$ cat config.mk
export PLATFORM = sky130hd
export DESIGN_NAME = numa_node_allocator
export DESIGN_NICKNAME = d
export VERILOG_FILES = /design/src/rtl/nna_pkg.sv /design/src/rtl/numa_node_allocator.sv
export SDC_FILE = /design/constraint.sdc
export NUM_CORES = 2
export LEC_CHECK = 0
export BUFFER_PORTS_ARGS = -buffer_cell sky130_fd_sc_hd__buf_2
export CAP_MARGIN = 20
export CORE_MARGIN = 8
export CORE_UTILIZATION = 50
export DETAILED_ROUTE_END_ITERATION = 10
export GPL_TIMING_DRIVEN = 1
export PLACE_DENSITY = 0.76
export SYNTH_ARGS = -nofsm -noshare
export SYNTH_HDL_FRONTEND = slang
export SYNTH_SLANG_ARGS = --single-unit
$ cat constraint.sdc
create_clock -name clk_i -period 9.08 [get_ports clk_i]
set_input_delay 0.908 -clock clk_i [delete_from_list [all_inputs] [get_ports clk_i]]
set_output_delay 0.908 -clock clk_i [all_outputs]
set_load 0.01 [all_outputs]
$ cat src/rtl/nna_pkg.sv
// Types and constants of the memory-node allocator.
package nna_pkg;

  localparam int unsigned MbW     = 32;
  localparam int unsigned CountW  = 32;
  localparam int unsigned StatusW = 3;
  localparam int unsigned NodeW   = 3;
  localparam int unsigned PctW    = 7;
  localparam int unsigned PrefW   = 8;
  // Divider datapath: count*100 fits in 39 bits, one guard bit on top.
  localparam int unsigned DivW    = 40;
  localparam int unsigned QuotW   = 7;

  localparam logic [PctW-1:0] PctFull = 7'd100;

  localparam logic [StatusW-1:0] StAdded  = 3'd0;
  localparam logic [StatusW-1:0] StLocal  = 3'd1;
  localparam logic [StatusW-1:0] StRemote = 3'd2;
  localparam logic [StatusW-1:0] StFail   = 3'd3;
  localparam logic [StatusW-1:0] StFull   = 3'd4;

  typedef enum logic [2:0] {
    S_IDLE,
    S_LOCAL,
    S_SCAN,
    S_MUL,
    S_DIV
  } state_e;

endpackage

$ cat src/rtl/numa_node_allocator.sv
// Top level of the memory-node allocator: node table, sequencer and shared subtractor.
//
// Usage: drive the item fields together with start; the word is taken at a rising edge
// where start is high and busy is low. Exactly one result word follows per item, shown
// for one cycle with done_o high; the receiver cannot hold it off, so it must sample it.
//   Add (req_type 0): result in the next cycle, busy never rises. status 0 with the new
//     index and 100 %, or status 4 when the table already holds MAX_NODES nodes.
//   Alloc (req_type 1): busy through a local check; on a miss, a remote scan of the nodes
//     in index order; on a hit there, a multiply step and a restoring divide that refresh
//     the preferred node's locality percentage.
//     The done pulse coincides with busy falling, and a new word may be taken there.
// Free-space compares and updates and quotient steps share one 40-bit subtractor.
// The nearest remote node is always the lowest-index other node with room: the hop
// distance grows with min(p,i), so it rises with i below p and is flat above p; ties go
// low, so the scan stops at its first hit.
// Reset clears the table (no nodes, all fields zero) and returns to idle at once.
module numa_node_allocator #(
  parameter int unsigned MAX_NODES = 8
) (
  input  logic                        clk_i,
  input  logic                        rst_ni,
  input  logic                        start,
  output logic                        busy,
  input  logic                        req_type_i,
  input  logic [nna_pkg::MbW-1:0]     capacity_mb_i,
  input  logic [nna_pkg::PrefW-1:0]   pref_node_i,
  input  logic [nna_pkg::MbW-1:0]     request_mb_i,
  output logic                        done_o,
  output logic [nna_pkg::StatusW-1:0] status_o,
  output logic [nna_pkg::NodeW-1:0]   chosen_node_o,
  output logic [nna_pkg::PctW-1:0]    local_pct_o
);

  localparam int unsigned IdxW = (MAX_NODES > 1) ? $clog2(MAX_NODES) : 1;
  localparam int unsigned CntW = $clog2(MAX_NODES + 1);
  localparam int unsigned DivW = nna_pkg::DivW;

  // Node table
  logic [nna_pkg::MbW-1:0]    free_q  [MAX_NODES];
  logic [nna_pkg::CountW-1:0] count_q [MAX_NODES];
  logic [nna_pkg::PctW-1:0]   pct_q   [MAX_NODES];
  logic [CntW-1:0]            nodes_q, nodes_d;

  // Sequencer state and per-item registers
  nna_pkg::state_e              state_q, state_d;
  logic [IdxW-1:0]              pref_q, pref_d;
  logic [nna_pkg::MbW-1:0]      size_q, size_d;
  logic [CntW-1:0]              scan_q, scan_d;
  logic [IdxW-1:0]              best_q, best_d;
  logic [DivW-1:0]              rem_q, rem_d;
  logic [nna_pkg::CountW:0]     div_q, div_d;
  logic [2:0]                   bit_q, bit_d;
  logic [nna_pkg::QuotW-1:0]    quot_q, quot_d;

  // Result word
  logic                         done_q, done_d;
  logic [nna_pkg::StatusW-1:0]  status_q, status_d;
  logic [nna_pkg::NodeW-1:0]    chosen_q, chosen_d;
  logic [nna_pkg::PctW-1:0]     opct_q, opct_d;

  // Table write controls
  logic                         free_we;
  logic [IdxW-1:0]              free_wa;
  logic [nna_pkg::MbW-1:0]      free_wd;
  logic                         cnt_clr, cnt_inc;
  logic [IdxW-1:0]              cnt_wa;
  logic                         pct_we;
  logic [IdxW-1:0]              pct_wa;
  logic [nna_pkg::PctW-1:0]     pct_wd;

  // Shared subtractor
  logic [IdxW-1:0]              rd_idx;
  logic [nna_pkg::MbW-1:0]      free_rd;
  logic [nna_pkg::CountW-1:0]   count_rd;
  logic [nna_pkg::PctW-1:0]     pct_rd;
  logic [DivW-1:0]              op_a, op_b;
  logic [DivW:0]                sub;
  logic                         borrow;

  logic                         accept;
  logic                         pref_ok;
  logic                         full;
  logic                         scan_in;
  logic [DivW-1:0]              c_ext;

  assign accept  = start && !busy;
  assign full    = (nodes_q == CntW'(MAX_NODES));
  assign pref_ok = (nna_pkg::PrefW'(nodes_q) > pref_node_i);
  assign scan_in = (scan_q < nodes_q);

  assign rd_idx   = (state_q == nna_pkg::S_SCAN) ? scan_q[IdxW-1:0] : pref_q;
  assign free_rd  = free_q[rd_idx];
  assign count_rd = count_q[pref_q];
  assign pct_rd   = pct_q[pref_q];
  assign c_ext    = DivW'(count_rd);

  always_comb begin
    if (state_q == nna_pkg::S_DIV) begin
      op_a = rem_q;
      op_b = DivW'(div_q) << bit_q;
    end else begin
      op_a = DivW'(free_rd);
      op_b = DivW'(size_q);
    end
  end

  assign sub    = {1'b0, op_a} - {1'b0, op_b};
  assign borrow = sub[DivW];

  // Sequencer: next state, table writes, result word
  always_comb begin
    state_d  = state_q;
    nodes_d  = nodes_q;
    pref_d   = pref_q;
    size_d   = size_q;
    scan_d   = scan_q;
    best_d   = best_q;
    rem_d    = rem_q;
    div_d    = div_q;
    bit_d    = bit_q;
    quot_d   = quot_q;
    done_d   = 1'b0;
    status_d = status_q;
    chosen_d = chosen_q;
    opct_d   = opct_q;
    free_we  = 1'b0;
    free_wa  = rd_idx;
    free_wd  = sub[nna_pkg::MbW-1:0];
    cnt_clr  = 1'b0;
    cnt_inc  = 1'b0;
    cnt_wa   = rd_idx;
    pct_we   = 1'b0;
    pct_wa   = pref_q;
    pct_wd   = quot_q;

    unique case (state_q)
      nna_pkg::S_IDLE: begin
        if (accept) begin
          if (!req_type_i) begin
            done_d = 1'b1;
            if (full) begin
              status_d = nna_pkg::StFull;
              chosen_d = '0;
              opct_d   = '0;
            end else begin
              free_we  = 1'b1;
              free_wa  = nodes_q[IdxW-1:0];
              free_wd  = capacity_mb_i;
              cnt_clr  = 1'b1;
              cnt_wa   = nodes_q[IdxW-1:0];
              pct_we   = 1'b1;
              pct_wa   = nodes_q[IdxW-1:0];
              pct_wd   = nna_pkg::PctFull;
              nodes_d  = nodes_q + CntW'(1);
              status_d = nna_pkg::StAdded;
              chosen_d = nna_pkg::NodeW'(nodes_q);
              opct_d   = nna_pkg::PctFull;
            end
          end else begin
            pref_d  = pref_ok ? pref_node_i[IdxW-1:0] : '0;
            size_d  = request_mb_i;
            state_d = nna_pkg::S_LOCAL;
          end
        end
      end

      nna_pkg::S_LOCAL: begin
        if (!borrow) begin
          free_we  = 1'b1;
          cnt_inc  = 1'b1;
          done_d   = 1'b1;
          status_d = nna_pkg::StLocal;
          chosen_d = nna_pkg::NodeW'(pref_q);
          opct_d   = pct_rd;
          state_d  = nna_pkg::S_IDLE;
        end else begin
          scan_d  = '0;
          state_d = nna_pkg::S_SCAN;
        end
      end

      nna_pkg::S_SCAN: begin
        if (!scan_in) begin
          done_d   = 1'b1;
          status_d = nna_pkg::StFail;
          chosen_d = '0;
          opct_d   = pct_rd;
          state_d  = nna_pkg::S_IDLE;
        end else if (scan_q[IdxW-1:0] != pref_q && !borrow) begin
          // first other node with room is the nearest one
          free_we = 1'b1;
          cnt_inc = 1'b1;
          best_d  = scan_q[IdxW-1:0];
          state_d = nna_pkg::S_MUL;
        end else begin
          scan_d = scan_q + CntW'(1);
        end
      end

      nna_pkg::S_MUL: begin
        // count * 100 as shifted adds
        rem_d   = (c_ext << 6) + (c_ext << 5) + (c_ext << 2);
        div_d   = {1'b0, count_rd} + {{nna_pkg::CountW{1'b0}}, 1'b1};
        bit_d   = 3'(nna_pkg::QuotW - 1);
        quot_d  = '0;
        state_d = nna_pkg::S_DIV;
      end

      nna_pkg::S_DIV: begin
        // restoring division, one quotient bit per cycle, MSB first
        if (!borrow) begin
          rem_d  = sub[DivW-1:0];
          quot_d = quot_q | (nna_pkg::QuotW'(1) << bit_q);
        end
        if (bit_q == '0) begin
          pct_we   = 1'b1;
          pct_wd   = borrow ? quot_q : (quot_q | nna_pkg::QuotW'(1));
          done_d   = 1'b1;
          status_d = nna_pkg::StRemote;
          chosen_d = nna_pkg::NodeW'(best_q);
          opct_d   = pct_wd;
          state_d  = nna_pkg::S_IDLE;
        end else begin
          bit_d = bit_q - 3'd1;
        end
      end

      default: state_d = nna_pkg::S_IDLE;
    endcase
  end

  always_ff @(posedge clk_i or negedge rst_ni) begin
    if (!rst_ni) begin
      state_q <= nna_pkg::S_IDLE;
      nodes_q <= '0;
      done_q  <= 1'b0;
    end else begin
      state_q <= state_d;
      nodes_q <= nodes_d;
      done_q  <= done_d;
    end
  end

  // Node table, cleared by reset
  always_ff @(posedge clk_i or negedge rst_ni) begin
    if (!rst_ni) begin
      for (int n = 0; n < MAX_NODES; n++) begin
        free_q[n]  <= '0;
        count_q[n] <= '0;
        pct_q[n]   <= '0;
      end
    end else begin
      for (int n = 0; n < MAX_NODES; n++) begin
        if (free_we && free_wa == IdxW'(n)) begin
          free_q[n] <= free_wd;
        end
        if (cnt_wa == IdxW'(n)) begin
          if (cnt_clr) begin
            count_q[n] <= '0;
          end else if (cnt_inc && count_q[n] != '1) begin
            count_q[n] <= count_q[n] + nna_pkg::CountW'(1);
          end
        end
        if (pct_we && pct_wa == IdxW'(n)) begin
          pct_q[n] <= pct_wd;
        end
      end
    end
  end

  // Payload registers, no reset
  always_ff @(posedge clk_i) begin
    pref_q   <= pref_d;
    size_q   <= size_d;
    scan_q   <= scan_d;
    best_q   <= best_d;
    rem_q    <= rem_d;
    div_q    <= div_d;
    bit_q    <= bit_d;
    quot_q   <= quot_d;
    status_q <= status_d;
    chosen_q <= chosen_d;
    opct_q   <= opct_d;
  end

  assign busy          = (state_q != nna_pkg::S_IDLE);
  assign done_o        = done_q;
  assign status_o      = status_q;
  assign chosen_node_o = chosen_q;
  assign local_pct_o   = opct_q;

endmodule

# Word level (Yosys, flattened, before mapping)
# Cells that the tools add are included.
[classes]
add_sub_neg = 15
magnitude_cmp = 4
eq_ne = 40
n_shift = 2
mux = 99
bitwise_logic = 5
reduce_logical = 60
[op_table]
columns = ["cell", "n"]
rows = [
  ["32-bit 2-to-1 mux", 24],
  ["32-bit by 1-bit adder with 32-bit output, second input constant", 8],
  ["32-bit != test, second input constant", 8],
  ["32-bit binary-select mux with 3-bit select", 2],
  ["40-bit 2-to-1 mux", 3],
  ["7-bit 2-to-1 mux", 12],
  ["3-bit 2-to-1 mux", 27],
  ["40-bit one-hot mux with 2 select lines", 1],
  ["40-bit by 40-bit subtractor with 41-bit output", 1],
  ["39-bit by 34-bit adder with 40-bit output", 1],
  ["33-bit by 3-bit left shift with 40-bit output", 1],
  ["38-bit by 37-bit adder with 39-bit output", 1],
  ["32-bit by 1-bit adder with 33-bit output, second input constant", 1],
  ["7-bit one-hot mux with 2 select lines", 2],
  ["7-bit one-hot mux with 4 select lines", 1],
  ["3-bit equality test, second input constant", 9],
  ["1-bit logical AND", 26],
  ["3-bit one-hot mux with 4 select lines", 2],
  ["7-bit binary-select mux with 3-bit select", 1],
  ["2-bit != test, second input constant", 10],
  ["2-bit AND reduction", 10],
  ["2-bit nonzero test", 10],
  ["3-bit by 2-bit equality test with 1-bit output, second input constant", 6],
  ["3-bit one-hot mux with 5 select lines", 1],
  ["29 further kinds", 57],
]
[word_totals]
regBits = 714
inputBits = 76
output_inout_bits = 15
word_cells = 263

# Longest topological paths before layout
[logic_depth]
depth_word = 16
ltp_mapped = 25
mapped_depth_nobuf = 20

# Least setup slack after synthesis
# Ideal clock, no wire load.
[synth_path]
path_type = "register to register"
startpoint = "reg state_q[0]"
endpoint = "reg quot_q[0] (netlist name), enable pin"
setup_ns = 0.517
arrival_time_ns = 7.563
required_ns = 8.563
setup_slack_ns = 1.001
stages_incl_launch_ff = 18
n_path_buf = 4
synth_period_minus_slack_ns = 8.079
path_cell_list = "dfrtp_1 -> buf_6 -> nor3b_4 -> mux2_2 -> buf_2 -> buf_2 -> mux4_2 -> mux2i_1 -> o21ai_0 -> ha_1 -> buf_2 -> and3_1 -> and3_1 -> nand4_1 -> a211oi_2 -> nor2_1 -> o21a_1 -> o21ai_0"
[synth_between]
elab_chain_len = 10
elab_cells_between_ends = 14
cone_classes = "1 x add/sub; 4 x eq/ne; 6 x mux; 1 x bitwise; 2 x reduce/logical"
[synth_lines]
columns = ["element", "line", "text"]
rows = [
  ["start, declared", "numa_node_allocator.sv:45", "nna_pkg::state_e state_q, state_d;"],
  ["start signal, assigned", "numa_node_allocator.sv:234", "state_q <= nna_pkg::S_IDLE;"],
  ["start signal, assigned", "numa_node_allocator.sv:238", "state_q <= state_d;"],
  ["3-bit by 2-bit equality test with 1-bit output", "numa_node_allocator.sv:91", "assign rd_idx = (state_q == nna_pkg::S_SCAN) ? scan_q[IdxW-1:0] : pref_q;"],
  ["3-bit 2-to-1 mux", "numa_node_allocator.sv:91", ""],
  ["3-bit NOT with 4-bit output (not written as such)", "numa_node_allocator.sv:92", "assign free_rd = free_q[rd_idx];"],
  ["32-bit binary-select mux with 3-bit select", "numa_node_allocator.sv:92", ""],
  ["32-bit 2-to-1 mux (not written as such) (2 in a row)", "numa_node_allocator.sv:92", ""],
  ["40-bit 2-to-1 mux", "numa_node_allocator.sv:98", "if (state_q == nna_pkg::S_DIV) begin"],
  ["40-bit by 40-bit subtractor with 41-bit output", "numa_node_allocator.sv:107", "assign sub = {1'b0, op_a} - {1'b0, op_b};"],
  ["2-bit != test (no line)", "--", ""],
  ["2-bit AND reduction (no line) (*)", "--", ""],
  ["end signal, assigned", "numa_node_allocator.sv:280", "quot_q <= quot_d;"],
  ["end, declared", "numa_node_allocator.sv:53", "logic [nna_pkg::QuotW-1:0] quot_q, quot_d;"],
]
# Mark *: on every way between the ends. The rest lies on a longest branch, timed or not. The select of a mux whose other input is x is not followed.
# A chain may end at the register's enable or synchronous reset.

# Worst setup path after layout
[layout_path]
startpoint = "reg state_q[1]"
endpoint = "reg free_q[83] (netlist name)"
[layout_between]
elab_chain_len = 14
elab_cells_between_ends = 32
cone_classes = "1 x add/sub; 4 x eq/ne; 19 x mux; 1 x bitwise; 7 x reduce/logical"
[layout_lines]
columns = ["element", "line", "text"]
rows = [
  ["3-bit by 2-bit equality test with 1-bit output", "numa_node_allocator.sv:91, numa_node_allocator.sv:136", ""],
  ["3-bit 2-to-1 mux", "numa_node_allocator.sv:91", ""],
  ["3-bit NOT with 4-bit output (not written as such)", "numa_node_allocator.sv:92", ""],
  ["32-bit binary-select mux with 3-bit select", "numa_node_allocator.sv:92", ""],
  ["32-bit 2-to-1 mux (not written as such) (2 in a row)", "numa_node_allocator.sv:92", ""],
  ["40-bit 2-to-1 mux", "numa_node_allocator.sv:98", ""],
  ["40-bit by 40-bit subtractor with 41-bit output", "numa_node_allocator.sv:107", ""],
  ["1-bit zero test", "--", ""],
  ["1-bit logical AND", "numa_node_allocator.sv:189", "end else if (scan_q[IdxW-1:0] != pref_q && !borrow) begin"],
  ["1-bit 2-to-1 mux", "numa_node_allocator.sv:189", ""],
  ["1-bit 2-to-1 mux", "numa_node_allocator.sv:183", "if (!scan_in) begin"],
  ["1-bit one-hot mux with 3 select lines", "numa_node_allocator.sv:136", "unique case (state_q)"],
  ["1-bit logical AND", "numa_node_allocator.sv:254", "if (free_we && free_wa == IdxW'(n)) begin"],
  ["end signal, assigned by index", "numa_node_allocator.sv:255", "free_q[n] <= free_wd;"],
  ["end, declared", "numa_node_allocator.sv:39", "logic [nna_pkg::MbW-1:0] free_q [MAX_NODES];"],
]
# Several ways; a longest one is shown, not always the timed one. The select of a mux whose other input is x is not followed.

==> metrics.txt <==
drc violations 0; total die area 0.09417 mm2; most common cell after layout, fill and taps aside sky130_fd_sc_hd__nand2_1; ordered list of cells on the worst path nor3b_4 -> mux2_4 -> buf_4 -> mux4_2 -> mux2i_1 -> o21ai_0 -> ha_1 -> a21o_1 -> a31o_2 -> a221oi_2 -> a211oi_2 -> o211ai_4 -> nand2_2 -> o21ai_4 -> buf_4 -> o21ai_0; initial standard-cell utilization of the core 0.5055; vias in the first global route 33.37k; layer carrying the most global-route usage met2; Reg clk slew, reported paths 0.06 ns; total routing resource utilization after global routing 0.2629; first-pass GRT wire length 196.7 mm; syn_nets 4510; leakage power of the design 19.84 nW; Cell variety after synth 94; type of the worst setup path register to register; top cells by area in the synthesized netlist sky130_fd_sc_hd__dfrtp_1 34%, sky130_fd_sc_hd__edfxtp_1 9.8%, sky130_fd_sc_hd__mux4_2 8.7%; number of rows in the core area 106; detailed placement HPWL 89.81 mm; io pins 91; endpoints failing setup 0; H-tree levels 3; primary flip-flop cell chosen by synthesis mapping sky130_fd_sc_hd__dfrtp_1; number of buffers between clock root and the deepest sink 3; Avg Inst Size Synth 9.893 um2; fraction of synthesis flops using an asynchronous set or reset pin 0.8067; I/O Buffers 90; unrepaired setup endpoints after global routing false; root buffer selected by CTS sky130_fd_sc_hd__clkbuf_16; number of warnings issued by yosys 0; Die Y-Extent 306.9 um; number of antenna-violating nets in the routed design 0; top achievable clock speed 127.0 MHz; final number of hold-violating endpoints 0; number of hold buffers added after CTS 0; largest fanout on the critical path 40; maximum number of pins on one net before global-route repair 181; setup clock skew after layout 0.05368 ns; class of the most critical hold timing path input port to asynchronous set/reset pin; Layout Nets 4472; die width 306.9 um; FF+latch count, synth 714; total CTS buffers 80; Worst-Skew Late Latency 0.67 ns; WL/cell 23.21 um; global routing met1 resource utilization 0.3599; count of TritonRoute iterations in the first routing pass 6; setup TNS after final layout 0 ns; met2 usage 0.4103; highest ir drop seen on vdd 0.0003181 V; Crit-path slowest cell sky130_fd_sc_hd__o21ai_4; growth of design area from synthesis to finish 9.539%; clock sinks 714; Antenna Diode Count 0; Required @ worst endpoint 9.56 ns; sort of element at the end of the critical path register; Post-synth EDFFs 138; cell type with the highest aggregate area in the netlist sky130_fd_sc_hd__dfrtp_1; power per cell area 355.9 mW/mm2; total wire length 126.1 mm; maximum capacitance violations 0; final design instance area without fill 0.04634 mm2; Synth Cell Area 0.04230 mm2; initial antenna violation count 1; via density per instance 6.457; launching element type of the critical path register; Post-CTS Resized 0; routed via count 35.07k; slowest cell delay on critical path 0.93 ns; cell area reported after detailed placement 0.04366 mm2; remaining global-route overflow 0; portion of the post-synthesis area used by sequential elements 0.4387; transition time at the pin with the least slew margin 1.121 ns; final worst path period need 7.875 ns; highest-count cells in the layout ignoring fill and taps 634 x sky130_fd_sc_hd__nand2_1, 576 x sky130_fd_sc_hd__dfrtp_1, 482 x sky130_fd_sc_hd__o21ai_0, 311 x sky130_fd_sc_hd__a21oi_1, 233 x sky130_fd_sc_hd__nor2_1; violation count after the first detailed-routing iteration 4535; global-route met3 utilization 0.04439; post-CTS setup repair buffer count 0; area share of the largest cell type after synthesis 0.3407; fraction of layout cells with a size suffix above 1 0.1238; worst slew slack as a fraction of its limit 0.2364; Post-Synthesis Cells 4276; max-slew violation count 0; arrival time worst endpoint 8.35 ns; standard cell core area 0.08369 mm2; Final Wtd Congestion 0.9694; Final Cycle Share 0.8673; result of the run complete, no violations; TritonCTS clock tree done
## final timing paths
| kind | end | depth (start not counted) | start | slack [ns] |
|---|---|---|---|---|
| worst min register to register | pct_q[30] | 2 | pct_q[30] | 0.47 |
| max in group asynchronous | free_q[168] | 3 | rst_ni | 6.85 |
| min in group clk_i | size_q[30] | 1 | request_mb_i[30] | 0.43 |
| worst max-delay path | free_q[83] | 16 | state_q[1] | 1.20 |
| worst max register to register | free_q[83] | 16 | state_q[1] | 1.20 |
| worst min-delay path | count_q[77] | 1 | rst_ni | 0.21 |
## registers in the layout, indices dropped and copies added, names as in the netlist, 3 cells and up
name and flops:
best_q 3, bit_q 3, chosen_node_o 3, count_q 256, div_q 33, free_q 256, local_pct_o 7, nodes_q 4
pct_q 56, pref_q 3, quot_q 7, rem_q 40, scan_q 4, size_q 32, state_q 3, status_o 3
## worst max-delay path, delay by kind of cell, from the launching register on
kind	cells	cell delay (ns)
AOI/OAI and AO/OA	8	3.10
muxes	3	1.46
and+or+nand+nor	2	1.11
buffers and inverters	2	0.88
DFF	1	0.55
adders and majority gates	1	0.47
## kinds of logic (layout without fill, tap and decap cells)
family	Yosys count	count (layout)	share of synthesized area
buffers and inverters	346	367	0.03339
DFF	714	714	0.4387
adders and majority gates	158	158	0.05206
muxes	353	353	0.1337
AOI/OAI and AO/OA	1190	1190	0.1661
xor gates and xnor gates	102	102	0.02112
and+or+nand+nor	1413	1413	0.1550
## through the flow
stage          setup WS (ns)  utilization  cells  hold slack [ns]  power, mW
6_report               1.205       0.5537   5431           0.2068      16.49
4_1_cts                1.298       0.5530   5429           0.2442      16.39
3_3_place_gp           1.477       0.5213   5287           0.4563      12.95
2_1_floorplan          1.001            -   4276           0.4446      10.28
3_5_place_dp           1.323       0.5216   5288           0.4651      13.07
5_1_grt               0.8002       0.5537   5431           0.2859      17.41
## report_power, final
group / internal (mW) / leakage [nW] / switching (mW) / total (mW)
clock network: 1.88 / 1.27 / 1.39 / 3.27
logic: 2.71 / 9.77 / 5.71 / 8.41
registers: 4.21 / 8.80 / 0.600 / 4.81
## Yosys cell counts, types with 37 or more instances
cell and instances:
sky130_fd_sc_hd__a21o_1 55, sky130_fd_sc_hd__a21oi_1 313, sky130_fd_sc_hd__a31oi_1 92, sky130_fd_sc_hd__and2_1 37
sky130_fd_sc_hd__and3_1 92, sky130_fd_sc_hd__buf_2 64, sky130_fd_sc_hd__clkbuf_1 162, sky130_fd_sc_hd__dfrtp_1 576
sky130_fd_sc_hd__edfxtp_1 138, sky130_fd_sc_hd__ha_1 128, sky130_fd_sc_hd__inv_1 77, sky130_fd_sc_hd__mux2i_1 152
sky130_fd_sc_hd__mux4_2 164, sky130_fd_sc_hd__nand2_1 636, sky130_fd_sc_hd__nand3_1 161, sky130_fd_sc_hd__nand4_1 103
sky130_fd_sc_hd__nor2_1 233, sky130_fd_sc_hd__nor3_1 40, sky130_fd_sc_hd__o21ai_0 484, sky130_fd_sc_hd__o31ai_1 44
sky130_fd_sc_hd__xnor2_1 52, sky130_fd_sc_hd__xor2_1 50
## per-layer routing
metal	wire (um)	part of all wire
met1	51520	0.41
met4	6600	0.052
met2	57010	0.45
met3	10930	0.087
met5	11	0.000087
## area by class of cell
cell class                 instances  area [um2]
fill                            7046       37350
clock buffer                     114        2271
timing repair buffer             148       980.9
sequential                       714       18560
clock inverter                    27       356.6
inverter                          78       292.8
tap                             1134        1419
multi-input combinational       3216       22460
No activity file was read; power rests on OpenSTA's default activity.
